`src/hdl/htc_pkg.sv`:
```
// Shared types, widths and constants for the humidity and temperature compensation block.
`default_nettype none

package htc_pkg;

  // Port field widths
  localparam int RAW_TEMP_W  = 20;
  localparam int RAW_HUM_W   = 16;
  localparam int TEMP_W      = 16;
  localparam int HUM_W       = 17;
  localparam int S_TDATA_W   = 40;
  localparam int M_TDATA_W   = 40;
  localparam int CFG_INDEX_W = 3;
  localparam int CFG_DATA_W  = 24;

  // Internal widths
  localparam int FINE_W = 24;
  localparam int V_W    = 25;

  // Pipeline depth: temperature part, then humidity part
  localparam int NSTAGE      = 14;
  localparam int TEMP_STAGES = 4;
  localparam int HUM_STAGES  = NSTAGE - TEMP_STAGES;

  // Arithmetic constants
  localparam logic signed [V_W-1:0] FINE_OFFSET    = 25'sd76800;
  localparam logic signed [27:0]    TEMP_ROUND     = 28'sd128;
  localparam logic signed [38:0]    HUM_ROUND      = 39'sd16384;
  localparam logic signed [23:0]    B2_OFFSET      = 24'sd32768;
  localparam logic signed [37:0]    B_OFFSET       = 38'sd2097152;
  localparam logic signed [54:0]    B_ROUND        = 55'sd8192;
  localparam logic        [28:0]    HUM_FULL_SCALE = 29'd419430400;
  localparam logic signed [TEMP_W-1:0] TEMP_MAX    = 16'sh7FFF;
  localparam logic signed [TEMP_W-1:0] TEMP_MIN    = 16'sh8000;

  // Calibration register indexes
  typedef enum logic [CFG_INDEX_W-1:0] {
    CFG_TEMP_CAL_1   = 3'd0,
    CFG_TEMP_CAL_2   = 3'd1,
    CFG_TEMP_CAL_3   = 3'd2,
    CFG_HUM_CAL_1    = 3'd3,
    CFG_HUM_CAL_2    = 3'd4,
    CFG_HUM_CAL_3    = 3'd5,
    CFG_HUM_CAL_4_5  = 3'd6,
    CFG_HUM_CAL_6    = 3'd7
  } cfg_index_t;

  // Calibration set as seen by the datapath
  typedef struct packed {
    logic [15:0] temp_cal_1;
    logic [15:0] temp_cal_2;
    logic [15:0] temp_cal_3;
    logic [7:0]  hum_cal_1;
    logic [15:0] hum_cal_2;
    logic [7:0]  hum_cal_3;
    logic [23:0] hum_cal_4_5;
    logic [7:0]  hum_cal_6;
  } cal_t;

endpackage

`default_nettype wire

```
`src/hdl/htc_cfg.sv`:
```
// Calibration register file written through the configuration channel.
`default_nettype none

module htc_cfg (
  input  wire logic                            clk,
  input  wire logic                            rst,
  input  wire logic                            cfg_valid,
  input  wire logic [htc_pkg::CFG_INDEX_W-1:0] cfg_index,
  input  wire logic [htc_pkg::CFG_DATA_W-1:0]  cfg_data,
  output htc_pkg::cal_t                        cal
);

  htc_pkg::cal_t cal_reg;

  // Register writes, one word per accepted write
  always_ff @(posedge clk) begin
    if (rst) begin
      cal_reg <= '0;
    end else if (cfg_valid) begin
      unique case (htc_pkg::cfg_index_t'(cfg_index))
        htc_pkg::CFG_TEMP_CAL_1:  cal_reg.temp_cal_1  <= cfg_data[15:0];
        htc_pkg::CFG_TEMP_CAL_2:  cal_reg.temp_cal_2  <= cfg_data[15:0];
        htc_pkg::CFG_TEMP_CAL_3:  cal_reg.temp_cal_3  <= cfg_data[15:0];
        htc_pkg::CFG_HUM_CAL_1:   cal_reg.hum_cal_1   <= cfg_data[7:0];
        htc_pkg::CFG_HUM_CAL_2:   cal_reg.hum_cal_2   <= cfg_data[15:0];
        htc_pkg::CFG_HUM_CAL_3:   cal_reg.hum_cal_3   <= cfg_data[7:0];
        htc_pkg::CFG_HUM_CAL_4_5: cal_reg.hum_cal_4_5 <= cfg_data[23:0];
        htc_pkg::CFG_HUM_CAL_6:   cal_reg.hum_cal_6   <= cfg_data[7:0];
      endcase
    end
  end

  assign cal = cal_reg;

endmodule

`default_nettype wire

```
`config.mk`:
```
export PLATFORM = sky130hd
export DESIGN_NAME = htc_cfg
export DESIGN_NICKNAME = d
export VERILOG_FILES = /design/src/hdl/htc_pkg.sv /design/src/hdl/htc_cfg.sv
export SDC_FILE = /design/constraint.sdc
export NUM_CORES = 1
export LEC_CHECK = 0
export BUFFER_PORTS_ARGS = -buffer_cell sky130_fd_sc_hd__buf_2
export CAP_MARGIN = 30
export CORE_MARGIN = 2
export CORE_UTILIZATION = 53
export CTS_BUF_LIST = sky130_fd_sc_hd__clkbuf_4 sky130_fd_sc_hd__clkbuf_8
export CTS_CLUSTER_SIZE = 8
export DETAILED_ROUTE_END_ITERATION = 16
export PLACE_DENSITY_LB_ADDON = 0.3
export SYNTH_ARGS = -nofsm -noshare
export SYNTH_HDL_FRONTEND = slang
export SYNTH_SLANG_ARGS = --single-unit
```
`constraint.sdc`:
```
create_clock -name clk -period 1.7 [get_ports clk]
set_clock_uncertainty 0.1 [all_clocks]
set_input_delay 0.255 -clock clk [delete_from_list [all_inputs] [get_ports clk]]
set_output_delay 0.255 -clock clk [all_outputs]
set_load 0.02 [all_outputs]
```
== Yosys cells after proc, flatten, opt, wreduce, memory -nomap -nowiden ==
Cells that the tools add are included.
Word-level totals
  output and inout port bits: 112
  register bits after elaboration: 112
Operators by class
  reductions and logical operators: 9
  equality and inequality tests: 7
Operators with widths (count)
  $reduce_and 2->1: 8
  $eq 3x3->1 const B: 4
  $eq 3x2->1 const B: 2
  $eq 3x1->1 const B: 1
  $logic_not 3->1: 1

== Longest topological paths before layout ==
  depth after elaboration: 2
  depth in mapped cells: 5
  depth with buffers taken out: 2

== Least setup slack after synthesis ==
OpenSTA, ideal clock, no wires.
  kind: input-to-reg
  start point: input port cfg_index[1] (netlist bit)
  end point: register cal_reg (netlist bit cal[102])
  stages: 5
  library setup time: 0.129 ns
  setup slack: 0.176 ns
  arrival: 1.295 ns
  buffers on the path: 3
  data required time: 1.471 ns
  cells stage by stage: buf_2 or4b_4 buf_6 buf_12 mux2i_1
Between the ends
  word-level cells in the longest chain between the ends: 2
Ends and longest elaborated chain
  from (decl): line htc_cfg.sv:8  | input wire logic [htc_pkg::CFG_INDEX_W-1:0] cfg_index,
  $logic_not 3->1: line htc_cfg.sv:20  | unique case (htc_pkg::cfg_index_t'(cfg_index))
  $reduce_and 2->1 (no line)
  to (decl): line htc_cfg.sv:13  | htc_pkg::cal_t cal_reg;
No other way between the ends.
A chain may end at the register's enable or synchronous reset.

== Worst setup path in the final report ==
  start point: register cal_reg (netlist bit cal[5])
  end point: output port cal[5] (netlist bit)
RTL lines
  to (decl): line htc_cfg.sv:10  | output htc_pkg::cal_t cal
No word-level cell between the ends.

==> reports/results.tsv <==
metric	value	unit
status	complete, no violations	
Synth warnings	0	
Area Growth Syn to Fin	22.2	%
nets	567	
DRT Pass-1 Iters	4	
Design Area, Final	0.00549	mm²
Final setup viols	0	
Syn Nets	438	
IO buf count	141	
Congestion Overflow GR	0	
placed inst area	0.00529	mm²
WS Path Type	reg -> out	
vias in the first global route	3237	
die footprint	0.00924	mm²
drt wl/cell	16.0	µm
CP delay by family, top	flip-flops	
maxcap violations	0	
Yosys top cell area share	49.9	%
largest net degree at the start of global routing	24	
crit end category	primary output	
CTS Hold Bufs	0	
gp weighted congestion	0.732	
Die Width	96.1	µm
worst r2r src	cal[85]	
Routed WL	10.4	mm
initial core utilization	54.7	%
critical-path cell list	buf_2	
Rel. slew slack	67.4	%
CTS tree	built	
FF-to-FF End	cal[85]	
RSZ-0062 raised after global routing	no	
number of synthesized flops with an enable pin	0	
Num CTS Buffers	9	
Post-synth top cells	nand2b_1 (136), dfxtp_1 (112), mux2i_1 (112)	
Netlist cell types	15	
f_max	0.794	GHz
ANT nets after route	0	
FF-to-FF setup slack	950	ps
peak supply drop	390	µV
Max Root-Sink Buffers	2	
ant diodes	0	
Core ar.	0.00822	mm²
Min-Delay Path Class	in -> reg	
CTS Root Cell	clkbuf_8	
syn_area_per_cell	11.0	µm²
# DRC	0	
Worst Hold Endpoint	cal[28]	
max-slew violations	0	
post-synthesis instance area	0.00450	mm²
io pins	142	
Worst Tran Pin Value	489	ps
total power	4.78	mW
detailed placement HPWL	7.37	mm
Max FO, Critical Path	2	
leak pwr	2.94	nW
CP Buf/Inv Count	1	
Synth Flop Type	dfxtp_1	
drt initial violations	113	
Die Ht	96.1	µm
Via density	5.03	
clk_lat worst skew	360	ps
num rows	33	
# Post-CTS Setup Buffers	0	
Hold Fails Final Rpt	0	
max incr delay on CP	370	ps
first-pass GRT wire length	16.2	mm
# fillers	685	
Via Count	3256	
pwr dens	870	mW/mm²
post-CTS sizing	0	
worst hold slack	32.0	ps
fraction of registers with async set/reset	0	%
Sum Neg Setup Slack	0	ps
htree depth	3	
Critical Path Start Type	register	
CP arrival	900	ps
FF+latch count, synth	112	
final worst path period need	1260	ps
initial antenna violation count	0	
Final Non-Filler Cells	647	
Largest register FFs	112	
Clock Sinks	112	
share of layout cells above drive strength 1	32.3	%
Worst R2R Path Depth	2	
leading area contributor after synthesis	dfxtp_1	
fin crit share	74.0	%
top cells by area, synth	dfxtp_1 (50%), mux2i_1 (25%), nand2b_1 (19%), clkbuf_1 (1.9%), buf_2 (1.0%)	
Synth Instances	408	
CTS clk-pin slew, worst paths	110	ps
worst endpoint required time	1340	ps
dpl cells	631	
sequential fraction of the synthesis area	49.9	%
top-count cell post-synth	nand2b_1	
hold wc startpoint	cfg_data[20]	
Worst Hold Path Cells	3	
Total GRT Usage	23.1	%
slowest CP cell	dfxtp_1	
cell usage in the layout, fill, tap and decap left out:
cell / Yosys / layout
buf_2: 9 / 141
nand2b_1: 136 / 136
mux2i_1: 112 / 112
dfxtp_1: 112 / 112
buf_4: 1 / 15
clkbuf_8: 0 / 10
nand4b_1: 3 / 3
nand4bb_1: 2 / 2
inv_6: 0 / 2
clkinv_2: 0 / 2
nor4bb_4: 0 / 1
and4b_1: 1 / 1
nand4_1: 1 / 1
or4b_4: 1 / 1
bufinv_16: 0 / 1
clkinv_4: 0 / 1
buf_12: 1 / 1
layer usage:
metal	up-vias	global-route usage (%)	wire length (µm)
li1	1595	-	-
met1	1564	28.5	4460
met2	84	39.3	5110
met3	13	5.87	624
met4	0	7.86	172
met5	-	0	0
area by class of cell:
class                   instances  area (µm²)  share of cell area (%)
multi-input cells             257        2080                    37.8
repair buffers                157         838                    15.3
clock buffers                  10         138                    2.51
flip-flops and latches        112        2240                    40.8
well taps                     105         131                    2.39
clock inverters                 6        66.3                    1.21
logic make-up (layout without fill, tap and decap cells):
| group | after synthesis | count (layout) | synth area share, % |
|---|---|---|---|
| buffers and inverters | 39 | 173 | 4.29 |
| DFF | 112 | 112 | 49.9 |
| muxes | 112 | 112 | 24.9 |
| and+or+nand+nor | 145 | 145 | 20.9 |
where the power goes:
part / switching (mW) / leakage [nW] / internal (mW)
combinational: 0.258 / 1.93 / 0.194
clock: 0.886 / 0.107 / 0.731
sequential: 0.0295 / 0.906 / 2.68
worst max path at each step:
stage / from / end / slack, ps / cells past startpoint
floorplan: cfg_index[1] / cal[102] / 180 / 5
global placement: cfg_index[0] / cal[102] / 180 / 3
detailed placement: cfg_index[0] / cal[100] / 120 / 3
CTS: cal[67] / cal[67] / 430 / 1
global route: cal[67] / cal[67] / 380 / 1
finish: cal[5] / cal[5] / 440 / 1
through the flow:
stage	util [%]	setup slack [ps]
after floorplan	-	176
after global placement	64.4	182
after detailed placement	64.4	120
after CTS	66.8	432
after global routing	66.8	385
final	66.8	441
Power figures use the tool's default switching activity.
