### src/hdl/htc_pkg.sv
// Shared types, widths and constants for the humidity and temperature compensation block.
`default_nettype none

package htc_pkg;

  // Port field widths
  localparam int RAW_TEMP_W  = 20;
  localparam int RAW_HUM_W   = 16;
  localparam int TEMP_W      = 16;
  localparam int HUM_W       = 17;
  localparam int S_TDATA_W   = 40;
  localparam int M_TDATA_W   = 40;
  localparam int CFG_INDEX_W = 3;
  localparam int CFG_DATA_W  = 24;

  // Internal widths
  localparam int FINE_W = 24;
  localparam int V_W    = 25;

  // Pipeline depth: temperature part, then humidity part
  localparam int NSTAGE      = 14;
  localparam int TEMP_STAGES = 4;
  localparam int HUM_STAGES  = NSTAGE - TEMP_STAGES;

  // Arithmetic constants
  localparam logic signed [V_W-1:0] FINE_OFFSET    = 25'sd76800;
  localparam logic signed [27:0]    TEMP_ROUND     = 28'sd128;
  localparam logic signed [38:0]    HUM_ROUND      = 39'sd16384;
  localparam logic signed [23:0]    B2_OFFSET      = 24'sd32768;
  localparam logic signed [37:0]    B_OFFSET       = 38'sd2097152;
  localparam logic signed [54:0]    B_ROUND        = 55'sd8192;
  localparam logic        [28:0]    HUM_FULL_SCALE = 29'd419430400;
  localparam logic signed [TEMP_W-1:0] TEMP_MAX    = 16'sh7FFF;
  localparam logic signed [TEMP_W-1:0] TEMP_MIN    = 16'sh8000;

  // Calibration register indexes
  typedef enum logic [CFG_INDEX_W-1:0] {
    CFG_TEMP_CAL_1   = 3'd0,
    CFG_TEMP_CAL_2   = 3'd1,
    CFG_TEMP_CAL_3   = 3'd2,
    CFG_HUM_CAL_1    = 3'd3,
    CFG_HUM_CAL_2    = 3'd4,
    CFG_HUM_CAL_3    = 3'd5,
    CFG_HUM_CAL_4_5  = 3'd6,
    CFG_HUM_CAL_6    = 3'd7
  } cfg_index_t;

  // Calibration set as seen by the datapath
  typedef struct packed {
    logic [15:0] temp_cal_1;
    logic [15:0] temp_cal_2;
    logic [15:0] temp_cal_3;
    logic [7:0]  hum_cal_1;
    logic [15:0] hum_cal_2;
    logic [7:0]  hum_cal_3;
    logic [23:0] hum_cal_4_5;
    logic [7:0]  hum_cal_6;
  } cal_t;

endpackage

`default_nettype wire

### src/hdl/htc_ctrl.sv
// Valid bits and stage enables of the elastic pipeline.
`default_nettype none

module htc_ctrl (
  input  wire logic                       clk,
  input  wire logic                       rst,
  input  wire logic                       in_valid,
  input  wire logic                       out_ready,
  output logic [htc_pkg::NSTAGE-1:0]      en,
  output logic                            out_valid
);

  logic [htc_pkg::NSTAGE-1:0] valid;

  // A stage loads when it is empty or its word moves on
  assign en[htc_pkg::NSTAGE-1] = !valid[htc_pkg::NSTAGE-1] || out_ready;

  for (genvar i = 0; i < htc_pkg::NSTAGE - 1; i++) begin : g_en
    assign en[i] = !valid[i] || en[i+1];
  end

  // Valid bits follow the data
  always_ff @(posedge clk) begin
    if (rst) begin
      valid <= '0;
    end else begin
      if (en[0]) begin
        valid[0] <= in_valid;
      end
      for (int i = 1; i < htc_pkg::NSTAGE; i++) begin
        if (en[i]) begin
          valid[i] <= valid[i-1];
        end
      end
    end
  end

  assign out_valid = valid[htc_pkg::NSTAGE-1];

endmodule

`default_nettype wire

### config.mk
export PLATFORM = sky130hd
export DESIGN_NAME = htc_ctrl
export DESIGN_NICKNAME = d
export VERILOG_FILES = /design/src/hdl/htc_pkg.sv /design/src/hdl/htc_ctrl.sv
export SDC_FILE = /design/constraint.sdc
export NUM_CORES = 1
export LEC_CHECK = 0
export ABC_AREA = 1
export BUFFER_PORTS_ARGS = -buffer_cell sky130_fd_sc_hd__buf_2
export CAP_MARGIN = 15
export CORE_UTILIZATION = 40
export CTS_CLUSTER_DIAMETER = 150
export DETAILED_ROUTE_END_ITERATION = 8
export PLACE_DENSITY = 0.68
export SYNTH_ARGS = -nofsm -noshare
export SYNTH_HDL_FRONTEND = slang
export SYNTH_SLANG_ARGS = --single-unit
### constraint.sdc
create_clock -name clk -period 1.85 [get_ports clk]
set_clock_uncertainty 0.15 [all_clocks]
set_input_delay 0.0925 -clock clk [delete_from_list [all_inputs] [get_ports clk]]
set_output_delay 0.0925 -clock clk [all_outputs]
set_load 0.02 [all_outputs]
# Word-level counts from Yosys, hierarchy flattened
# Index checks and enable logic that the tools add are counted.
[totals] register_bits=14
[op_classes] reduce_logical=28
[op_table] cell="$logic_not A1 Y1" count=14
[op_table] cell="$logic_or A1 B1 Y1" count=14

# Longest topological paths before layout
[depth] depth_word=15 depth_mapped=9

# Worst setup path after synthesis
# Ideal clock, no wire load.
[synth_timing] path_kind="reg2reg" startpoint="register valid[13] (netlist bit)" endpoint="register valid[0] (netlist bit)" setup_ns=0.067 arrival_time_ns=1.800 required_ns=1.633 path_slack_ns=-0.167 stages_incl_launch_ff=9 synth_period_minus_slack_ns=2.017 path_cell_list="dfxtp_1 -> nand3_2 -> nor2_4 -> nand4_4 -> nor2_4 -> nand4_4 -> nor2_4 -> nand4_2 -> a21oi_2"
[synth_between] elab_chain_len=15
[synth_rtl] element="start: declaration" line="htc_ctrl.sv:13" rtl="logic [htc_pkg::NSTAGE-1:0] valid;"
[synth_rtl] element="start signal: indexed assignment" line="htc_ctrl.sv:32" rtl="valid[i] <= valid[i-1];"
[synth_rtl] element="$logic_not A1 Y1" line="htc_ctrl.sv:16" rtl="assign en[htc_pkg::NSTAGE-1] = !valid[htc_pkg::NSTAGE-1] || out_ready;"
[synth_rtl] element="$logic_or A1 B1 Y1" line="htc_ctrl.sv:16"
[synth_rtl] element="$logic_or A1 B1 Y1" line="htc_ctrl.sv:19" rtl="assign en[i] = !valid[i] || en[i+1];"
[synth_rtl] element="named net en, one bit" line="htc_ctrl.sv:9" rtl="output logic [htc_pkg::NSTAGE-1:0] en,"
[synth_rtl] element="$logic_or A1 B1 Y1 (4 in a row)" line="htc_ctrl.sv:19"
[synth_rtl] element="named net en, one bit" line="htc_ctrl.sv:9"
[synth_rtl] element="$logic_or A1 B1 Y1 (4 in a row)" line="htc_ctrl.sv:19"
[synth_rtl] element="named net en, one bit" line="htc_ctrl.sv:9"
[synth_rtl] element="$logic_or A1 B1 Y1 (4 in a row)" line="htc_ctrl.sv:19"
[synth_rtl] element="named net en, one bit" line="htc_ctrl.sv:9"
# The timed path passes the listed nets, and every way through them passes these cells.
# A chain may end at the register's enable or synchronous reset.

# Worst setup path after layout
[layout_timing] startpoint="register valid[13] (netlist bit)" endpoint="output en[0] (netlist bit)"
[layout_between] elab_chain_len=15
[layout_rtl] element="$logic_not A1 Y1" line="htc_ctrl.sv:16"
[layout_rtl] element="$logic_or A1 B1 Y1" line="htc_ctrl.sv:16"
[layout_rtl] element="$logic_or A1 B1 Y1 (13 in a row)" line="htc_ctrl.sv:19"
[layout_rtl] element="end: declaration" line="htc_ctrl.sv:9"
# No other way between the ends.

==> qor.yml <==
status: "completed"
hp-class: "input pin to register"
die-area_mm2: 0.001565
synth_fp_nets: 67
crit_arrival_ns: 1.61
die-height_um: 39.56
antenna_left: 0
clock_latency_ns: 0.27
route.detailed.drc: 0
path_cells: "nand3_4 > nor2_4 > nand4_4 > nor2_4 > nand4_4 > nor2_4 > nand4_2 > buf_2"
cts.sinks: 14
setup_viol: 0
startpoint_type: "register"
rows: 13
synth.most_common_cell: "inv_1"
dr.pass1.iters: 3
antennaDiodeCount: 0
core_area_mm2: 0.001301
wl_um: 921
ys_warn_count: 0
cts_tree: "done"
synthFlopType: "dfxtp_1"
synth.cell_area_um2: 564.3
crit_buf_inv: 1
gp_congestion: 0.5978
min_period_ns: 1.848
grt_usage_pct: 13.52
powerDensity_mw_per_mm2: 684.3
cts_buffer_depth: 2
synth_edf_count: 0
final_area_um2: 785.8
grt_pass1_vias: 353
syn_to_final_growth_pct: 39.25
synth_cells: 63
port-buffer-count: 18
final_nets: 95
p_comb_share_pct: 3.1
drt-wirelength-per-cell_um: 8.771
end_kind: "output pin"
postSynthAreaPerCell_um2: 8.957
ys_async_sr_fraction_pct: 0
ys_seq_area_share_pct: 49.67
synth_top_area_cell: "dfxtp_1"
via_per_inst: 4.467
critical_path_class: "register to output pin"
relSlewSlack_pct: 81.92
critical_path.top_delay_family: "simple AND/OR/NAND/NOR gates"
initial_core_util_pct: 43.37
p_int_mw: 0.4314
ys_ff_latch: 14
root_buffer: "clkbuf_4"
post-place-ws_ns: 0.2467
synthTopCellsByArea: "dfxtp_1 50%, inv_1 12%, a21oi_1 9.8%"
critical_path_required_ns: 1.61
crit_top_cell: "nor2_4"
p_leak_nw: 0.2977
cts_buffers: 3
clock_power_share_pct: 39.7
cp_slowest_cell: "dfxtp_2"
switching_power_mw: 0.1063
htreeDepth: 1
dp_hpwl_um: 677.9
cp_max_fo: 4
synth_cell_types: 12
antenna_found_initial: 0
max_stage_delay_ns: 0.36
maxCapViolations: 0
tightest_slew_ns: 0.2712
vias: 469
pwr-share-seq_pct: 57.2
fillCellCount: 123
final_util_pct: 60.38
fmax_ghz: 0.5412
largest_reg_flops: 14
hold_viol: 0
drt_iter0_drc: 12
placed_cell_area_um2: 678.2
slew_violations: 0
grt_first_pass_wirelength_um: 1366
regMostFlops: "valid"
reg_top3: "valid: 14 flops"
grt_overflow: 0
worst_slack_ns: 0.002412
irDropWorstVdd_v: 0.0004230
clk_pin_slew_ns: 0.08
synth_top_cells_by_count: "18 x inv_1, 14 x dfxtp_1, 11 x a21oi_1, 5 x nor2_1, 4 x nand2_1"
sw_frac_of_total_pct: 19.77
fin_crit_sh_pct: 99.87
io_pins: 19
rsz0062_at_grt: "yes"
synth_top_area_share_pct: 49.67
drive_gt1_share_pct: 41.11
grt_max_degree: 15
die_x_um: 39.56
worst register-to-register path, stage by stage, from the launching register on:
cell and delay [ns]:
dfxtp_2 0.36, nand3_4 0.09, nor2_4 0.12, nand4_4 0.10
nor2_4 0.13, nand4_4 0.10, nor2_4 0.15, nand4_2 0.11
a21oi_2 0.12
power groups by stage:
stage | Clock, mW | Combinational [mW] | Sequential, mW
2_1_floorplan | 0 | 0.00804 | 0.314
3_3_place_gp | 0 | 0.0131 | 0.315
3_5_place_dp | 0 | 0.0132 | 0.315
4_1_cts | 0.221 | 0.0165 | 0.307
5_1_grt | 0.237 | 0.0186 | 0.308
6_report | 0.214 | 0.0165 | 0.308
placed cells by master, fill, tap and decap left out, drive strengths merged:
cell type / instances
nand3: 2
dlygate4sd3: 4
inv: 18
a21oi: 12
nor2: 9
nand4: 3
buf: 20
dfxtp: 14
nand2: 4
clkbuf: 4
repair_timing:
item	CTS	global route
gates resized for setup	1	5
setup buffers	0	2
setup endpoints to repair	4	5
hold endpoints to repair	3	0
pin swaps	0	0
hold buffers	4	0
metal layers:
layer | track usage [%] | wire length, um | vias up
met1 | 15.33 | 414 | 204
met4 | 7.759 | 0 | 0
met2 | 21.31 | 444 | 15
met3 | 5.114 | 62 | 0
li1 | - | - | 250
met5 | 0 | 0 | -
path summary, 6_finish.rpt:
check / start / to / slack, ns / cells after the start
worst max-delay path: valid[13]$_SDFFE_PP0P_ / en[0] / 0.002 / 8
worst min-delay path: out_ready / valid[11]$_SDFFE_PP0P_ / 0.10 / 6
worst max register to register: valid[13]$_SDFFE_PP0P_ / valid[0]$_SDFFE_PP0P_ / 0.37 / 8
worst min register to register: valid[0]$_SDFFE_PP0P_ / valid[1]$_SDFFE_PP0P_ / 0.32 / 2
cell type report:
| cell class | count | area (um^2) | share of cell area [%] |
|---|---|---|---|
| sequential | 14 | 282.8 | 35.99 |
| multi-input combinational | 30 | 222.7 | 28.34 |
| timing repair buffer | 24 | 157.7 | 20.06 |
| inverter | 18 | 67.56 | 8.599 |
| clock buffer | 4 | 36.28 | 4.618 |
| tap | 15 | 18.77 | 2.389 |
logic make-up (layout without fill, tap and decap cells):
kind of cell           after synthesis  count (layout)  share of synthesized area, %
AO/OA/AOI/OAI                       12              12                         11.31
buffers and inverters               19              46                         12.64
flip-flops                          14              14                         49.67
AND/OR/NAND/NOR                     18              18                         26.39
metrics by stage:
step	hold slack (ns)	total power, mW	TNS (ns)	std cells
2_1_floorplan	0.004155	0.3222	0	63
3_3_place_gp	0.1928	0.3277	0	95
3_5_place_dp	0.1986	0.3278	0	95
4_1_cts	0.09626	0.5448	-0.02759	103
5_1_grt	0.1252	0.5633	-0.2264	105
6_report	0.1042	0.5377	0	105
No activity file was read; power rests on OpenSTA's default activity.
