[src/hdl/htc_pkg.sv]
// Shared types, widths and constants for the humidity and temperature compensation block.
`default_nettype none

package htc_pkg;

  // Port field widths
  localparam int RAW_TEMP_W  = 20;
  localparam int RAW_HUM_W   = 16;
  localparam int TEMP_W      = 16;
  localparam int HUM_W       = 17;
  localparam int S_TDATA_W   = 40;
  localparam int M_TDATA_W   = 40;
  localparam int CFG_INDEX_W = 3;
  localparam int CFG_DATA_W  = 24;

  // Internal widths
  localparam int FINE_W = 24;
  localparam int V_W    = 25;

  // Pipeline depth: temperature part, then humidity part
  localparam int NSTAGE      = 14;
  localparam int TEMP_STAGES = 4;
  localparam int HUM_STAGES  = NSTAGE - TEMP_STAGES;

  // Arithmetic constants
  localparam logic signed [V_W-1:0] FINE_OFFSET    = 25'sd76800;
  localparam logic signed [27:0]    TEMP_ROUND     = 28'sd128;
  localparam logic signed [38:0]    HUM_ROUND      = 39'sd16384;
  localparam logic signed [23:0]    B2_OFFSET      = 24'sd32768;
  localparam logic signed [37:0]    B_OFFSET       = 38'sd2097152;
  localparam logic signed [54:0]    B_ROUND        = 55'sd8192;
  localparam logic        [28:0]    HUM_FULL_SCALE = 29'd419430400;
  localparam logic signed [TEMP_W-1:0] TEMP_MAX    = 16'sh7FFF;
  localparam logic signed [TEMP_W-1:0] TEMP_MIN    = 16'sh8000;

  // Calibration register indexes
  typedef enum logic [CFG_INDEX_W-1:0] {
    CFG_TEMP_CAL_1   = 3'd0,
    CFG_TEMP_CAL_2   = 3'd1,
    CFG_TEMP_CAL_3   = 3'd2,
    CFG_HUM_CAL_1    = 3'd3,
    CFG_HUM_CAL_2    = 3'd4,
    CFG_HUM_CAL_3    = 3'd5,
    CFG_HUM_CAL_4_5  = 3'd6,
    CFG_HUM_CAL_6    = 3'd7
  } cfg_index_t;

  // Calibration set as seen by the datapath
  typedef struct packed {
    logic [15:0] temp_cal_1;
    logic [15:0] temp_cal_2;
    logic [15:0] temp_cal_3;
    logic [7:0]  hum_cal_1;
    logic [15:0] hum_cal_2;
    logic [7:0]  hum_cal_3;
    logic [23:0] hum_cal_4_5;
    logic [7:0]  hum_cal_6;
  } cal_t;

endpackage

`default_nettype wire

[src/hdl/htc_temp.sv]
// Temperature stages: fine temperature, saturated temperature and humidity offset term.
`default_nettype none

module htc_temp (
  input  wire logic                               clk,
  input  wire logic [htc_pkg::TEMP_STAGES-1:0]    en,
  input  wire logic [htc_pkg::RAW_TEMP_W-1:0]     raw_temp,
  input  wire logic [htc_pkg::RAW_HUM_W-1:0]      raw_hum,
  input  wire htc_pkg::cal_t                      cal,
  output logic signed [htc_pkg::TEMP_W-1:0]       temp_centi,
  output logic signed [htc_pkg::V_W-1:0]          v,
  output logic [htc_pkg::RAW_HUM_W-1:0]           raw_hum_out
);

  // Stage 0: first-order product and squared offset
  logic signed [17:0] diff1;
  logic signed [16:0] d;
  logic signed [33:0] m1_next;
  logic signed [33:0] dd_next;
  logic signed [33:0] s0_m1;
  logic        [31:0] s0_dd;
  logic [htc_pkg::RAW_HUM_W-1:0] s0_hum;

  assign diff1   = $signed({1'b0, raw_temp[19:3]}) - $signed({1'b0, cal.temp_cal_1, 1'b0});
  assign d       = $signed({1'b0, raw_temp[19:4]}) - $signed({1'b0, cal.temp_cal_1});
  assign m1_next = diff1 * $signed(cal.temp_cal_2);
  assign dd_next = d * d;

  always_ff @(posedge clk) begin
    if (en[0]) begin
      s0_m1  <= m1_next;
      s0_dd  <= dd_next[31:0];
      s0_hum <= raw_hum;
    end
  end

  // Stage 1: scale first term, second-order product
  logic signed [35:0] m2_next;
  logic signed [22:0] s1_p1;
  logic signed [35:0] s1_m2;
  logic [htc_pkg::RAW_HUM_W-1:0] s1_hum;

  assign m2_next = $signed({1'b0, s0_dd[31:12]}) * $signed(cal.temp_cal_3);

  always_ff @(posedge clk) begin
    if (en[1]) begin
      s1_p1  <= s0_m1[33:11];
      s1_m2  <= m2_next;
      s1_hum <= s0_hum;
    end
  end

  // Stage 2: fine temperature
  logic signed [htc_pkg::FINE_W-1:0] fine_next;
  logic signed [htc_pkg::FINE_W-1:0] s2_fine;
  logic [htc_pkg::RAW_HUM_W-1:0] s2_hum;

  assign fine_next = $signed({s1_p1[22], s1_p1}) + $signed({{2{s1_m2[35]}}, s1_m2[35:14]});

  always_ff @(posedge clk) begin
    if (en[2]) begin
      s2_fine <= fine_next;
      s2_hum  <= s1_hum;
    end
  end

  // Stage 3: temperature in hundredths with saturation, humidity offset
  logic signed [27:0] fine_x;
  logic signed [27:0] t_sum;
  logic signed [19:0] t_hi;
  logic signed [htc_pkg::TEMP_W-1:0] temp_next;
  logic signed [htc_pkg::V_W-1:0]    v_next;

  assign fine_x = $signed({{4{s2_fine[23]}}, s2_fine});
  assign t_sum  = (fine_x <<< 2) + fine_x + htc_pkg::TEMP_ROUND;
  assign t_hi   = t_sum[27:8];
  assign v_next = $signed({s2_fine[23], s2_fine}) - htc_pkg::FINE_OFFSET;

  always_comb begin
    if (t_hi[19:15] == 5'b00000 || t_hi[19:15] == 5'b11111) begin
      temp_next = t_hi[15:0];
    end else if (t_hi[19]) begin
      temp_next = htc_pkg::TEMP_MIN;
    end else begin
      temp_next = htc_pkg::TEMP_MAX;
    end
  end

  always_ff @(posedge clk) begin
    if (en[3]) begin
      temp_centi  <= temp_next;
      v           <= v_next;
      raw_hum_out <= s2_hum;
    end
  end

endmodule

`default_nettype wire

[config.mk]
export PLATFORM = sky130hd
export DESIGN_NAME = htc_temp
export DESIGN_NICKNAME = d
export VERILOG_FILES = /design/src/hdl/htc_pkg.sv /design/src/hdl/htc_temp.sv
export SDC_FILE = /design/constraint.sdc
export NUM_CORES = 2
export LEC_CHECK = 0
export ABC_CLOCK_PERIOD_IN_PS = 20000
export BUFFER_PORTS_ARGS = -buffer_cell sky130_fd_sc_hd__buf_4
export CORE_MARGIN = 2
export CORE_UTILIZATION = 55
export DETAILED_ROUTE_END_ITERATION = 12
export GPL_ROUTABILITY_DRIVEN = 0
export GPL_TIMING_DRIVEN = 0
export PLACE_DENSITY = 0.76
export SLEW_MARGIN = 40
export SYNTH_ARGS = -nofsm -noshare
export SYNTH_HDL_FRONTEND = slang
export SYNTH_SLANG_ARGS = --single-unit
[constraint.sdc]
create_clock -name clk -period 20 [get_ports clk]
set_clock_uncertainty 0.05 [all_clocks]
set_input_delay 1 -clock clk [delete_from_list [all_inputs] [get_ports clk]]
set_output_delay 1 -clock clk [all_outputs]
set_load 0.1 [all_outputs]
# Word-level counts from Yosys, hierarchy flattened
# Index checks and enable logic that the tools add are counted.
# totals
inputBits	153
ff_bits	254
# op_classes
n_mul	3
n_mux	2
n_addsub	6
n_eq_ne	1
reduce_logical	2
# op_table
operator	count
$mul A21 B16 Y36	1
$mul A18 B16 Y34	1
$mul A17 B17 Y32	1
$mux W16	2
$add A27 B9 Y28 const B	1
$add A26 B24 Y27	1
$sub A24 B18 Y25 const B	1
$add A23 B22 Y24	1
$sub A17 B17 Y18	1
$sub A16 B16 Y17	1
$eq A5 B5 Y1 const B	1
$logic_not A5 Y1	1
$logic_or A1 B1 Y1	1

# Logic depth before layout (Yosys ltp)
# logic_depth
word_depth	5
depth_mapped	35

# Least setup slack after synthesis
# Ideal clock, no wire load.
# synth_timing
path_kind	in2reg
startpoint	in cal[97] in the netlist's numbering
endpoint	reg s0_dd[31] (data pin)
cell_stages	32
t_arrival_ns	8.593
path_buffers	1
setup_slack_ns	11.097
cell_sequence	inv_1 -> ha_1 -> nor2b_1 -> o31a_1 -> o21ai_0 -> nand3_1 -> a31oi_1 -> mux2_2 -> a2111o_1 -> inv_1 -> clkbuf_1 -> nor2_1 -> fa_1 -> inv_1 -> fa_1 -> fa_1 -> inv_1 -> fa_1 -> fa_1 -> inv_1 -> fa_1 -> inv_1 -> ha_1 -> and3_1 -> and2_1 -> or4b_2 -> o22ai_1 -> o211a_1 -> nand3_1 -> nand2_1 -> a41o_1 -> xnor2_1
# synth_between
elab_chain_cells	2
# synth_rtl
item	line	source
start, declared	htc_temp.sv:9	input wire htc_pkg::cal_t cal,
$sub A16 B16 Y17	htc_temp.sv:25	assign d = $signed({1'b0, raw_temp[19:4]}) - $signed({1'b0, cal.temp_cal_1});
$mul A17 B17 Y32	htc_temp.sv:27	assign dd_next = d * d;
named net dd_next[31]	htc_temp.sv:19	logic signed [33:0] dd_next;
end signal, assigned	htc_temp.sv:32	s0_dd <= dd_next[31:0];
end, declared	htc_temp.sv:21	logic [31:0] s0_dd;
# The timed path passes the listed nets, and every way through them passes these cells.
# A chain may end at the register's enable or synchronous reset.

# Worst setup path in the final report
# layout_timing
startpoint	in raw_temp[4] in the netlist's numbering
endpoint	reg s0_dd[31] (data pin)
# layout_between
elab_chain_cells	2
# layout_rtl
item	line	source
start, declared	htc_temp.sv:7	input wire logic [htc_pkg::RAW_TEMP_W-1:0] raw_temp,
$sub A16 B16 Y17	htc_temp.sv:25	
$mul A17 B17 Y32	htc_temp.sv:27	
named net dd_next[31]	htc_temp.sv:19	
# The timed path passes the listed nets, and every way through them passes these cells.

==> key figures <==
Clock network
  • Post-CTS setup buffers: 0
  • CTS max path bufs: 3
  • TritonCTS Sinks: 217
  • Reg clk slew, reported paths: around 0.070 ns
  • Root Buffer Master: clkbuf_16
  • TritonCTS clock tree: built
  • Count of hold buffers inserted by post-cts repair: 0
  • Number of buffers added by the clock tree synthesis step: 22
  • Cts repair resizes: 0
  • Clk_lat worst skew: around 0.55 ns
  • H-tree depth: 1

Setup path
  • Crit path launch type: primary input
  • Peak fanout along the critical path: 10
  • Crit end category: register
  • Worst path most repeated cell: fa_1
  • Worst reg2reg path endpoint: s1_m2[35]
  • Worst reg2reg setup slack: about 12 ns
  • Critical path data arrival time: about 10 ns
  • Crit-path max cell delay: between 0.6 and 0.7 ns
  • Cells on worst reg2reg path: 21
  • Startpoint-to-endpoint class of the critical path: in -> reg
  • Reg2Reg Launch Point: s0_dd[23]
  • Required time of the worst setup path: roughly 20 ns
  • Critical Path Slowest Stage Cell: xor2_1

Routing
  • Via/cell ratio: ~5.4
  • Detailed-routing iteration count for the pre-antenna-repair pass: 5
  • Post-detailed-route wirelength per cell: ~18 um
  • Routed wire length: approximately 90 mm
  • Vias post-DR: around 27000
  • Residual antenna-violating net count after detailed routing: 0
  • Final routed DRC violation total: 0
  • Number of design-rule violations left by the first detailed-router iteration: 2022

GRT
  • Antenna violations before repair: 0
  • Wire length of the first global-routing pass: around 150 mm
  • Largest net degree at the start of global routing: between 60 and 70
  • Vias in the first global route: between 20000 and 30000
  • Total overflow reported by the global router: 0
  • Global routing usage summed across all routing layers: 0.260

STA
  • Share of the cycle needed by the critical path after routing: 0.491
  • Count of pins over their slew limit: 0
  • Final TNS setup: 0 ns
  • Remaining max-slew budget at the tightest pin: 0.356
  • Peak clock frequency supported by timing: about 0.1 GHz
  • Final setup violation count: 0
  • Final worst path period need: 9.83 ns
  • Final Hold Viols: 0
  • RSZ-0062 raised after global routing: no
  • Slew @ Worst Pin: roughly 0.97 ns

Floorplan
  • Effective utilization at floorplan: 0.557
  • Die height: ~270 um
  • Std-Cell Rows: slightly below 100
  • I/O pin total: 210
  • Standard cell core area: between 0.07 and 0.08 mm^2
  • Horizontal extent of the die: 271 um
  • Area of the die: ~0.073 mm^2

Job
  • Max-cap violations: 0

Layout
  • Relative area change from synthesis to final layout: 7.40%
  • Number of fill cells in the layout: about 5800
  • Most common cell after layout, fill and taps aside: inv_1
  • Number of antenna repair diodes: 0
  • Share of final-layout standard cells stronger than drive strength 1: 0.0466
  • Non-filler instance count after layout: roughly 5000
  • Total number of nets in the final design: between 5000 and 6000
  • Commonest cells after routing, fill and taps aside: inv_1 (968), fa_1 (794), nand2_1 (460)

Logic synthesis
  • Portion of the post-synthesis area used by sequential elements: 0.167
  • Syn Std Cell Area: between 0.03 and 0.04 mm^2
  • Synthesized-area fraction occupied by adder cells: 0.525
  • Dominant combinational cell family by area after synthesis: adder cells
  • Post-synthesis register bit count: approximately 220
  • Mux share of post-synthesis cell area: 0.000544
  • Count of distinct cell types in the synthesized netlist: slightly below 70
  • Most used DFF post-synth: edfxtp_1
  • Average footprint of a synthesized cell: roughly 10 um^2
  • Cell count after synthesis: roughly 3900
  • Simple-gate area share of the yosys netlist: 0.122
  • Number of enable flip-flop cells after synthesis: 217
  • Synth async-reset ratio: 0
  • Synth warnings: 0
  • Xor-xnor portion of the synthesized cell area: 0.0312
  • Number of nets produced by synthesis: between 5000 and 6000
  • Compound-gate portion of the synthesized area: 0.0496

Placed design
  • Cell Count Post-Placement: 4979
  • Number of buffer cells added on primary ports: about 130
  • HPWL after DPL: about 77 mm

Min path
  • Hold path startpoint: s2_hum[6]
  • Worst Hold Path EP: raw_hum_out[6]
  • Path type of the worst min-delay path: reg -> reg
  • Depth of the worst hold-timing path: 0

Run status
  • Status: finished, final reports clean
## how the worst max path moves through the flow
stage           startpoint        end  slack [ns]  depth (start not counted)
3_5_place_dp   raw_temp[4]  s0_dd[31]        9.73                         31
5_1_grt        raw_temp[4]  s0_dd[31]        9.84                         31
4_1_cts        raw_temp[4]  s0_dd[31]       10.29                         31
3_3_place_gp   raw_temp[4]  s0_dd[31]        9.75                         31
2_1_floorplan      cal[97]  s0_dd[31]       11.10                         32
6_report       raw_temp[4]  s0_dd[31]       10.17                         31
## logic make-up after synthesis
logic type | Yosys count
flops | 217
xor+xnor | 139
compound gates | 282
buf+inv | 1095
fa+ha+maj | 1163
mux | 2
simple gates | 1016
## cell usage after synthesis (33+ instances only)
library cell / instances / area share
inv_1: 968 / 0.093
fa_1: 794 / 0.41
nand2_1: 460 / 0.044
ha_1: 369 / 0.12
and2_1: 219 / 0.035
edfxtp_1: 217 / 0.17
nor2_1: 171 / 0.016
clkbuf_1: 111 / 0.011
xnor2_1: 105 / 0.024
a21oi_1: 65 / 0.0083
o21a_1: 50 / 0.0096
a21o_1: 39 / 0.0075
o21ai_0: 39 / 0.0050
nor3_1: 34 / 0.0044
xor2_1: 34 / 0.0076
nand2b_1: 33 / 0.0053
## sequential cells by signal (all words and copies together), names as in the netlist
| name | flops |
|---|---|
| s0_dd | 20 |
| temp_centi | 16 |
| s2_hum | 16 |
| raw_hum_out | 16 |
| s1_hum | 16 |
| s0_hum | 16 |
| v | 25 |
| s0_m1 | 23 |
| s1_p1 | 23 |
| s1_m2 | 22 |
| s2_fine | 24 |
## critical path, delay by kind of cell
kind	cells	cell delay (ns)
AOI/OAI and AO/OA	6	1.70
xor gates and xnor gates	2	0.73
adders and majority gates	9	3.73
buffers and inverters	7	1.41
and+or+nand+nor	7	1.48
## per-layer routing
layer	share of wire	vias to the layer above	global-route usage
li1	-	12100	-
met1	0.39	13600	0.338
met2	0.48	1126	0.441
met3	0.076	275	0.0339
met4	0.048	0	0.107
met5	0	-	0
## area by class of cell
class | count | area (um^2) | share of cell area
Inverter | 975 | 3660 | 0.0872
Multi-Input combinational cell | 2602 | 28500 | 0.679
Sequential cell | 217 | 6520 | 0.155
Buffer | 120 | 463 | 0.0110
Clock inverter | 15 | 165 | 0.00394
Clock buffer | 24 | 558 | 0.0133
Tap cell | 940 | 1180 | 0.0280
Timing Repair Buffer | 125 | 938 | 0.0224
## per-stage QoR
stage | hold WS, ns | utilization | setup WS (ns) | instance area (um^2)
4_1_cts | 0.365 | 0.598 | 10.29 | 42000
3_3_place_gp | 0.350 | 0.587 | 9.75 | 41200
5_1_grt | 0.370 | 0.598 | 9.84 | 42000
3_5_place_dp | 0.355 | 0.588 | 9.73 | 41200
2_1_floorplan | 0.350 | - | 11.10 | 39100
6_report | 0.364 | 0.598 | 10.17 | 42000
Power is not shown: default switching activity piles up to over one toggle a cycle in this logic, so the estimate is an artifact.
